==> src/hw/rtl/cqp_pkg.sv <==
// cqp_pkg: shared types and defaults for the circular queue with purge
// no dependencies; imported by the queue core
`default_nettype none

package cqp_pkg;

   // default geometry of the key store
   localparam int unsigned DEPTH_DEF     = 32;
   localparam int unsigned KEY_WIDTH_DEF = 32;

   // width of the key fields on the request and response ports
   localparam int unsigned KEY_IO_W = 32;

   // operation codes carried on req_mode
   typedef enum logic [1:0] {
      OP_PUSH    = 2'd0,
      OP_POP     = 2'd1,
      OP_PURGE   = 2'd2,
      OP_REVERSE = 2'd3
   } cqp_op_type;

   // sequencer states
   typedef enum logic [3:0] {
      ST_IDLE,
      ST_PUSH,
      ST_POP_RD,
      ST_POP_WAIT,
      ST_PG_RD,
      ST_PG_WR,
      ST_RV_RDA,
      ST_RV_RDB,
      ST_RV_WRA,
      ST_RV_WRB,
      ST_FINISH
   } cqp_state_type;

endpackage

`default_nettype wire

==> src/hw/rtl/cqp_ram.sv <==
// cqp_ram: generic single write port, single read port ram with registered read
// no dependencies
`default_nettype none

module cqp_ram #(
   parameter int unsigned WIDTH = 32,
   parameter int unsigned DEPTH = 32
) (
   input  wire logic                     clock,
   input  wire logic                     wr_en,
   input  wire logic [$clog2(DEPTH)-1:0] wr_addr,
   input  wire logic [WIDTH-1:0]         wr_data,
   input  wire logic                     rd_en,
   input  wire logic [$clog2(DEPTH)-1:0] rd_addr,
   output logic      [WIDTH-1:0]         rd_data
);

   logic [WIDTH-1:0] mem_ff [DEPTH];

   always_ff @(posedge clock) begin
      if (wr_en) begin
         mem_ff[wr_addr] <= wr_data;
      end
      if (rd_en) begin
         rd_data <= mem_ff[rd_addr];
      end
   end

endmodule

`default_nettype wire

==> src/hw/rtl/circular_queue_with_purge_core.sv <==
// circular_queue_with_purge_core: ring-buffer queue of signed keys with
// push, pop, purge of negative keys and in-place reversal
// depends on cqp_pkg and cqp_ram
//
// usage
// - request channel (req_valid/req_ready, req_mode, req_key_in) takes one
//   operation per transfer; response channel (rsp_valid/rsp_ready) returns
//   exactly one result per request: rsp_ok, rsp_key_out, rsp_occupancy
// - one operation is worked at a time by a small sequencer around a shared
//   position adder (head plus offset, wrapped at DEPTH) and one ram port
// - per operation: push writes at head plus count; pop reads the head key,
//   skipped when empty (the ram read is registered); purge reads then
//   conditionally writes each held key; reverse reads both keys of each
//   swapped pair and writes them back exchanged
// - req_ready is high only while the sequencer is idle, which it is again
//   from the cycle rsp_valid rises; the result sits in an output register,
//   so a new request may transfer while the previous response is still
//   stalled by rsp_ready low
// - if the receiver stalls, the next finished result waits in the
//   sequencer until the output register frees up
// - reset empties the queue (head and count cleared) and drops any pending
//   response; the key store itself is not cleared and needs no sweep
`default_nettype none

module circular_queue_with_purge_core
   import cqp_pkg::*;
#(
   parameter int unsigned DEPTH     = DEPTH_DEF,
   parameter int unsigned KEY_WIDTH = KEY_WIDTH_DEF
) (
   input  wire logic                          clock,
   input  wire logic                          reset,
   // request channel
   input  wire logic                          req_valid,
   output logic                               req_ready,
   input  wire logic [1:0]                    req_mode,
   input  wire logic signed [KEY_IO_W-1:0]    req_key_in,
   // response channel
   output logic                               rsp_valid,
   input  wire logic                          rsp_ready,
   output logic                               rsp_ok,
   output logic signed [KEY_IO_W-1:0]         rsp_key_out,
   output logic [$clog2(DEPTH+1)-1:0]         rsp_occupancy
);

   localparam int unsigned IDX_W = $clog2(DEPTH);
   localparam int unsigned CNT_W = $clog2(DEPTH + 1);
   localparam int unsigned SUM_W = CNT_W + 1;

   // control state
   cqp_state_type      state_ff, state_in;
   logic [IDX_W-1:0]   head_ff, head_in;
   logic [CNT_W-1:0]   count_ff, count_in;
   logic               rsp_valid_ff, rsp_valid_in;

   // work registers
   logic [KEY_WIDTH-1:0] key_ff, key_in;
   logic [KEY_WIDTH-1:0] tmp_ff, tmp_in;
   logic [CNT_W-1:0]     idx_a_ff, idx_a_in;   // purge read index, reverse low index
   logic [CNT_W-1:0]     idx_b_ff, idx_b_in;   // purge kept count, reverse high index
   logic                 ok_ff, ok_in;
   logic [KEY_IO_W-1:0]  kout_ff, kout_in;

   // response registers
   logic                 rsp_ok_ff, rsp_ok_in;
   logic [KEY_IO_W-1:0]  rsp_key_ff, rsp_key_in;
   logic [CNT_W-1:0]     rsp_occ_ff, rsp_occ_in;

   // shared position adder
   logic [CNT_W-1:0] pos_off;
   logic [SUM_W-1:0] pos_sum;
   logic [IDX_W-1:0] pos_addr;

   // ram port
   logic                 ram_wr_en;
   logic [KEY_WIDTH-1:0] ram_wr_data;
   logic                 ram_rd_en;
   logic [KEY_WIDTH-1:0] ram_rd_data;

   logic       req_xfer;
   cqp_op_type req_op;
   logic [CNT_W-1:0] idx_a_next;
   logic [CNT_W-1:0] kept_next;

   assign req_op    = cqp_op_type'(req_mode);
   assign req_ready = (state_ff == ST_IDLE);
   assign req_xfer  = req_valid && req_ready;

   // head plus offset, wrapped once at DEPTH
   always_comb begin
      pos_sum = SUM_W'(head_ff) + SUM_W'(pos_off);
      if (pos_sum >= SUM_W'(DEPTH)) begin
         pos_addr = IDX_W'(pos_sum - SUM_W'(DEPTH));
      end else begin
         pos_addr = IDX_W'(pos_sum);
      end
   end

   cqp_ram #(
      .WIDTH (KEY_WIDTH),
      .DEPTH (DEPTH)
   ) u_store (
      .clock   (clock),
      .wr_en   (ram_wr_en),
      .wr_addr (pos_addr),
      .wr_data (ram_wr_data),
      .rd_en   (ram_rd_en),
      .rd_addr (pos_addr),
      .rd_data (ram_rd_data)
   );

   assign idx_a_next = idx_a_ff + CNT_W'(1);
   assign kept_next  = idx_b_ff + CNT_W'(!ram_rd_data[KEY_WIDTH-1]);

   // sequencer: next state, datapath updates and ram control
   always_comb begin
      state_in     = state_ff;
      head_in      = head_ff;
      count_in     = count_ff;
      key_in       = key_ff;
      tmp_in       = tmp_ff;
      idx_a_in     = idx_a_ff;
      idx_b_in     = idx_b_ff;
      ok_in        = ok_ff;
      kout_in      = kout_ff;
      rsp_ok_in    = rsp_ok_ff;
      rsp_key_in   = rsp_key_ff;
      rsp_occ_in   = rsp_occ_ff;
      rsp_valid_in = rsp_valid_ff && !rsp_ready;
      pos_off      = '0;
      ram_wr_en    = 1'b0;
      ram_wr_data  = key_ff;
      ram_rd_en    = 1'b0;

      unique case (state_ff)
         ST_IDLE: begin
            if (req_xfer) begin
               key_in   = KEY_WIDTH'(req_key_in);
               kout_in  = '0;
               ok_in    = 1'b0;
               idx_a_in = '0;
               idx_b_in = count_ff - CNT_W'(1);
               unique case (req_op)
                  OP_PUSH: state_in = ST_PUSH;
                  OP_POP:  state_in = ST_POP_RD;
                  OP_PURGE: begin
                     idx_b_in = '0;
                     if (count_ff == '0) begin
                        state_in = ST_FINISH;
                     end else begin
                        state_in = ST_PG_RD;
                     end
                  end
                  OP_REVERSE: begin
                     ok_in = 1'b1;
                     if (count_ff == '0) begin
                        state_in = ST_FINISH;
                     end else begin
                        state_in = ST_RV_RDA;
                     end
                  end
                  default: state_in = ST_FINISH;
               endcase
            end
         end

         ST_PUSH: begin
            pos_off = count_ff;
            if (count_ff < CNT_W'(DEPTH)) begin
               ram_wr_en = 1'b1;
               count_in  = count_ff + CNT_W'(1);
               ok_in     = 1'b1;
            end
            state_in = ST_FINISH;
         end

         ST_POP_RD: begin
            if (count_ff != '0) begin
               ram_rd_en = 1'b1;
               state_in  = ST_POP_WAIT;
            end else begin
               state_in  = ST_FINISH;
            end
         end

         ST_POP_WAIT: begin
            pos_off  = CNT_W'(1);
            kout_in  = KEY_IO_W'(signed'(ram_rd_data));
            head_in  = pos_addr;
            count_in = count_ff - CNT_W'(1);
            ok_in    = 1'b1;
            state_in = ST_FINISH;
         end

         ST_PG_RD: begin
            pos_off   = idx_a_ff;
            ram_rd_en = 1'b1;
            state_in  = ST_PG_WR;
         end

         ST_PG_WR: begin
            // kept keys are packed down toward the head
            pos_off     = idx_b_ff;
            ram_wr_data = ram_rd_data;
            ram_wr_en   = !ram_rd_data[KEY_WIDTH-1];
            idx_b_in    = kept_next;
            idx_a_in    = idx_a_next;
            if (idx_a_next == count_ff) begin
               count_in = kept_next;
               ok_in    = 1'b1;
               state_in = ST_FINISH;
            end else begin
               state_in = ST_PG_RD;
            end
         end

         ST_RV_RDA: begin
            pos_off = idx_a_ff;
            if (idx_a_ff < idx_b_ff) begin
               ram_rd_en = 1'b1;
               state_in  = ST_RV_RDB;
            end else begin
               state_in  = ST_FINISH;
            end
         end

         ST_RV_RDB: begin
            pos_off   = idx_b_ff;
            tmp_in    = ram_rd_data;
            ram_rd_en = 1'b1;
            state_in  = ST_RV_WRA;
         end

         ST_RV_WRA: begin
            pos_off     = idx_a_ff;
            ram_wr_en   = 1'b1;
            ram_wr_data = ram_rd_data;
            state_in    = ST_RV_WRB;
         end

         ST_RV_WRB: begin
            pos_off     = idx_b_ff;
            ram_wr_en   = 1'b1;
            ram_wr_data = tmp_ff;
            idx_a_in    = idx_a_next;
            idx_b_in    = idx_b_ff - CNT_W'(1);
            state_in    = ST_RV_RDA;
         end

         ST_FINISH: begin
            // hand the result over once the output register is free
            if (!rsp_valid_ff || rsp_ready) begin
               rsp_valid_in = 1'b1;
               rsp_ok_in    = ok_ff;
               rsp_key_in   = kout_ff;
               rsp_occ_in   = count_ff;
               state_in     = ST_IDLE;
            end
         end

         default: state_in = ST_IDLE;
      endcase
   end

   always_ff @(posedge clock) begin
      if (reset) begin
         state_ff     <= ST_IDLE;
         head_ff      <= '0;
         count_ff     <= '0;
         rsp_valid_ff <= 1'b0;
      end else begin
         state_ff     <= state_in;
         head_ff      <= head_in;
         count_ff     <= count_in;
         rsp_valid_ff <= rsp_valid_in;
      end
   end

   always_ff @(posedge clock) begin
      key_ff     <= key_in;
      tmp_ff     <= tmp_in;
      idx_a_ff   <= idx_a_in;
      idx_b_ff   <= idx_b_in;
      ok_ff      <= ok_in;
      kout_ff    <= kout_in;
      rsp_ok_ff  <= rsp_ok_in;
      rsp_key_ff <= rsp_key_in;
      rsp_occ_ff <= rsp_occ_in;
   end

   assign rsp_valid     = rsp_valid_ff;
   assign rsp_ok        = rsp_ok_ff;
   assign rsp_key_out   = rsp_key_ff;
   assign rsp_occupancy = rsp_occ_ff;

endmodule

`default_nettype wire
==> config.mk <==
export PLATFORM = sky130hd
export DESIGN_NAME = circular_queue_with_purge_core
export DESIGN_NICKNAME = d
export VERILOG_FILES = /design/src/hw/rtl/cqp_pkg.sv /design/src/hw/rtl/cqp_ram.sv /design/src/hw/rtl/circular_queue_with_purge_core.sv
export SDC_FILE = /design/constraint.sdc
export NUM_CORES = 1
export LEC_CHECK = 0
export ABC_AREA = 1
export BUFFER_PORTS_ARGS = -buffer_cell sky130_fd_sc_hd__buf_2
export CAP_MARGIN = 20
export CORE_MARGIN = 2
export CORE_UTILIZATION = 60
export CTS_CLUSTER_SIZE = 30
export DETAILED_ROUTE_END_ITERATION = 12
export PLACE_DENSITY = 0.77
export SYNTH_ARGS = -nofsm -noshare
export SYNTH_HDL_FRONTEND = slang
export SYNTH_SLANG_ARGS = --single-unit
==> constraint.sdc <==
create_clock -name clock -period 8.1 [get_ports clock]
set_clock_uncertainty 0.2 [all_clocks]
set_input_delay 0.405 -clock clock [delete_from_list [all_inputs] [get_ports clock]]
set_output_delay 0.405 -clock clock [all_outputs]
set_load 0.01 [all_outputs]
==> results.py <==
metrics = {
    "floorplan": {
        "die_w_um": 285,
        "io_pins": 79,
        "rows": 103,
        "start_util": 0.603,
        "die_area_um2": 81200,
        "coreArea_um2": 78500,
        "die_h_um": 285,
    },
    "clock_network": {
        "clkSinkCount": 1220,
        "cts.repair.resized": 0,
        "ctsLongestPathBuffers": 3,
        "cts_buffers": 115,
        "cts-root-buf": "clkbuf_16",
        "cts-htree-levels": 3,
        "cts_tree": "done",
        "post-cts-setup-buffers": 0,
        "clock_latency_ns": 0.70,
        "path_clk_slew_ns": 0.07,
        "postCtsHoldBufs": 37,
    },
    "yosys": {
        "synth_ff_type": "edfxtp_1",
        "ys_seq_area_frac": 0.771,
        "synth_cells": 3485,
        "synth_area_per_cell_um2": 13.6,
        "ys_ff_latch": 1220,
        "async_flop_share": 0,
        "ys_types": 43,
        "synth_warnings": 0,
        "synth_fp_nets": 3539,
        "synth_edf_count": 1204,
        "synth.cell_area_um2": 47300,
    },
    "grt": {
        "grt_max_degree": 154,
        "grt_pass1_wl_um": 184000,
        "antenna_found_initial": 2,
        "grt-busiest-layer": "met2",
        "grt_use_met2": 0.481,
        "grt_use_total": 0.306,
        "gr-total-overflow": 0,
        "grtUsageMet1": 0.431,
        "met3_usage": 0.0677,
        "first_global_vias": 28900,
    },
    "critical_path": {
        "crit_family": "simple AND/OR/NAND/NOR gates",
        "slowest_stage": "nor2_4",
        "max_stage_delay_ns": 0.78,
        "worstPathCellList": "inv_2 -> nand2_2 -> nor2_8 -> nor2_8 -> nand2_1 -> inv_1 -> o221ai_1 -> ha_1 -> fa_1 -> xor2_4 -> buf_4 -> inv_4 -> nand3_1 -> nor2_4 -> buf_4",
        "crit_path_max_fanout": 67,
        "worstPathArrival_ns": 5.83,
        "critPathBufInv": 5,
        "critPathCaptureType": "flip-flop",
        "cp_data_required_time_ns": 8.26,
        "crit_type": "reg -> reg",
        "start_kind": "flip-flop",
    },
    "hold_path": {
        "hp-class": "in -> reg",
    },
    "placement": {
        "place_ws_ns": 2.50,
        "placed_cells": 4506,
        "gp_congestion": 0.887,
        "dp_hpwl_um": 72700,
        "port_buffers": 78,
    },
    "sta": {
        "rsz0062_at_grt": "no",
        "setup_ws_ns": 2.43,
        "holdWs_ns": 0.206,
        "relSlewSlack": 0.253,
        "fin_crit_ns": 5.67,
        "slew_violations": 0,
        "tightest_slew_ns": 1.12,
        "fmax_mhz": 176,
        "finalCritPeriodShare": 0.700,
        "final-setup-viol-count": 0,
        "hold_viol": 0,
        "setup_tns_ns": 0,
    },
    "route": {
        "drcViolationCount": 0,
        "route.vias.total": 30400,
        "drtAntennaViolNets": 0,
        "routed_wl_um": 126000,
        "drtIter0Drc": 4328,
        "wl_per_cell_um": 26.5,
        "dr.pass1.iters": 8,
        "viasPerCell": 6.38,
    },
    "pwr": {
        "p_leak_nw": 18.1,
        "power_mw": 22.3,
        "ir_worst_vdd_mv": 0.373,
        "pwr_density_cell_nw_per_um2": 420,
    },
    "cells_and_area": {
        "area_growth_pct": 12.4,
        "fin_nets": 3667,
        "layout-drive-gt1-share": 0.101,
        "stdcell_count": 4760,
        "insertedDiodeCount": 0,
    },
    "flow_run": {
        "max_cap_violations": 0,
    },
    "run_status": {
        "status": "completed",
    },
}
[sequential cells by signal, summed over array words and instances, names as in the netlist]
| name | flops |
|---|---|
| rsp_key_out | 32 |
| rsp_occupancy | 6 |
| tmp_ff | 32 |
| head_ff | 5 |
| state_ff | 4 |
| rsp_valid | 1 |
| rsp_ok | 1 |
| ok_ff | 1 |
| u_store.mem_ff | 1024 |
| idx_a_ff | 6 |
| count_ff | 6 |
| idx_b_ff | 6 |
| u_store.rd_data | 32 |
| key_ff | 32 |
| kout_ff | 32 |
[worst reg2reg max path, cell delays in order (launching register included)]
cell and delay [ns]:
dfxtp_1 0.44, inv_2 0.06, nand2_2 0.16, nor2_8 0.10, nor2_8 0.20, nand2_1 0.12
inv_1 0.10, o221ai_1 0.14, ha_1 0.25, fa_1 0.50, xor2_4 0.21, buf_4 0.33
inv_4 0.75, nand3_1 0.56, nor2_4 0.78, buf_4 0.44
[where the power goes]
part	total (mW)	switching [mW]	internal, mW
sequential	8.80	0.267	8.54
clock	5.19	2.32	2.87
combinational	8.33	6.33	1.99
total	22.3	8.92	13.4
[stage by stage]
step / utilization / instance area (µm²)
6_report: 0.678 / 53200
5_1_grt: 0.678 / 53200
3_3_place_gp: 0.626 / 49100
3_5_place_dp: 0.626 / 49100
2_1_floorplan: - / 47300
4_1_cts: 0.677 / 53100
[synth_stat cells, types with 42 or more instances]
cell / instances / area, µm²
inv_1: 88 / 330
buf_2: 95 / 475
nand2_1: 1065 / 4000
nand3_1: 42 / 210
edfxtp_1: 1204 / 36200
and2_1: 58 / 363
nand4_1: 142 / 888
a21oi_1: 131 / 656
nor2_1: 110 / 413
a22oi_1: 229 / 1720
clkbuf_1: 77 / 289
o21ai_0: 100 / 500
[cell type report]
class	instances	area, µm²
clock buffer	142	3020
clock inverter	72	587
fill	5155	25300
inverter	97	374
multi-input combinational	1985	10000
sequential	1220	36500
tap	1050	1310
timing repair buffer	194	1420
[cell families (layout without fill, tap and decap cells)]
family                   after synthesis  after routing  share of synthesized area
buffers and inverters                280            505                     0.0253
AO/OA/AOI/OAI                        527            527                     0.0709
XOR/XNOR                               5              5                    0.00124
flip-flops                          1220           1220                      0.771
adder cells (fa/ha/maj)               16             16                    0.00439
AND/OR/NAND/NOR                     1437           1437                      0.128
[metal layers]
metal,wire (µm),up-vias
met3,15800,276
met2,59200,2198
met4,4320,2
li1,-,13000
met5,11,-
met1,46600,14900
[cell usage in the layout (no fill, tap or decap), types with 3 or more instances in the layout]
cell           count
nor2_4            38
o21ai_1            8
dlygate4sd3_1     37
nor3_1             6
a22oi_1          229
o21ai_0           99
edfxtp_1        1204
nor2_8             3
ha_1              15
buf_2             78
nand4_1          142
dfxtp_1           16
o221ai_1           6
bufinv_16          7
clkbuf_16        117
nand3_1           42
clkinvlp_4         4
clkinv_1          34
inv_1             88
clkbuf_1          25
and2_1            58
inv_2              7
clkinv_2          20
a21oi_1          130
buf_4             74
o211ai_1          34
nor2_1            73
a31oi_1            8
nand2_1         1065
[final timing paths]
kind | from | end | slack [ns] | depth (start not counted)
max | state_ff[3] | u_store.mem_ff[11][26] | 2.43 | 15
min | req_key_in[11] | key_ff[11] | 0.21 | 2
max reg2reg | state_ff[3] | u_store.mem_ff[11][26] | 2.43 | 15
min reg2reg | kout_ff[18] | rsp_key_out[18] | 0.21 | 0
(Power assumes the default switching activity.)
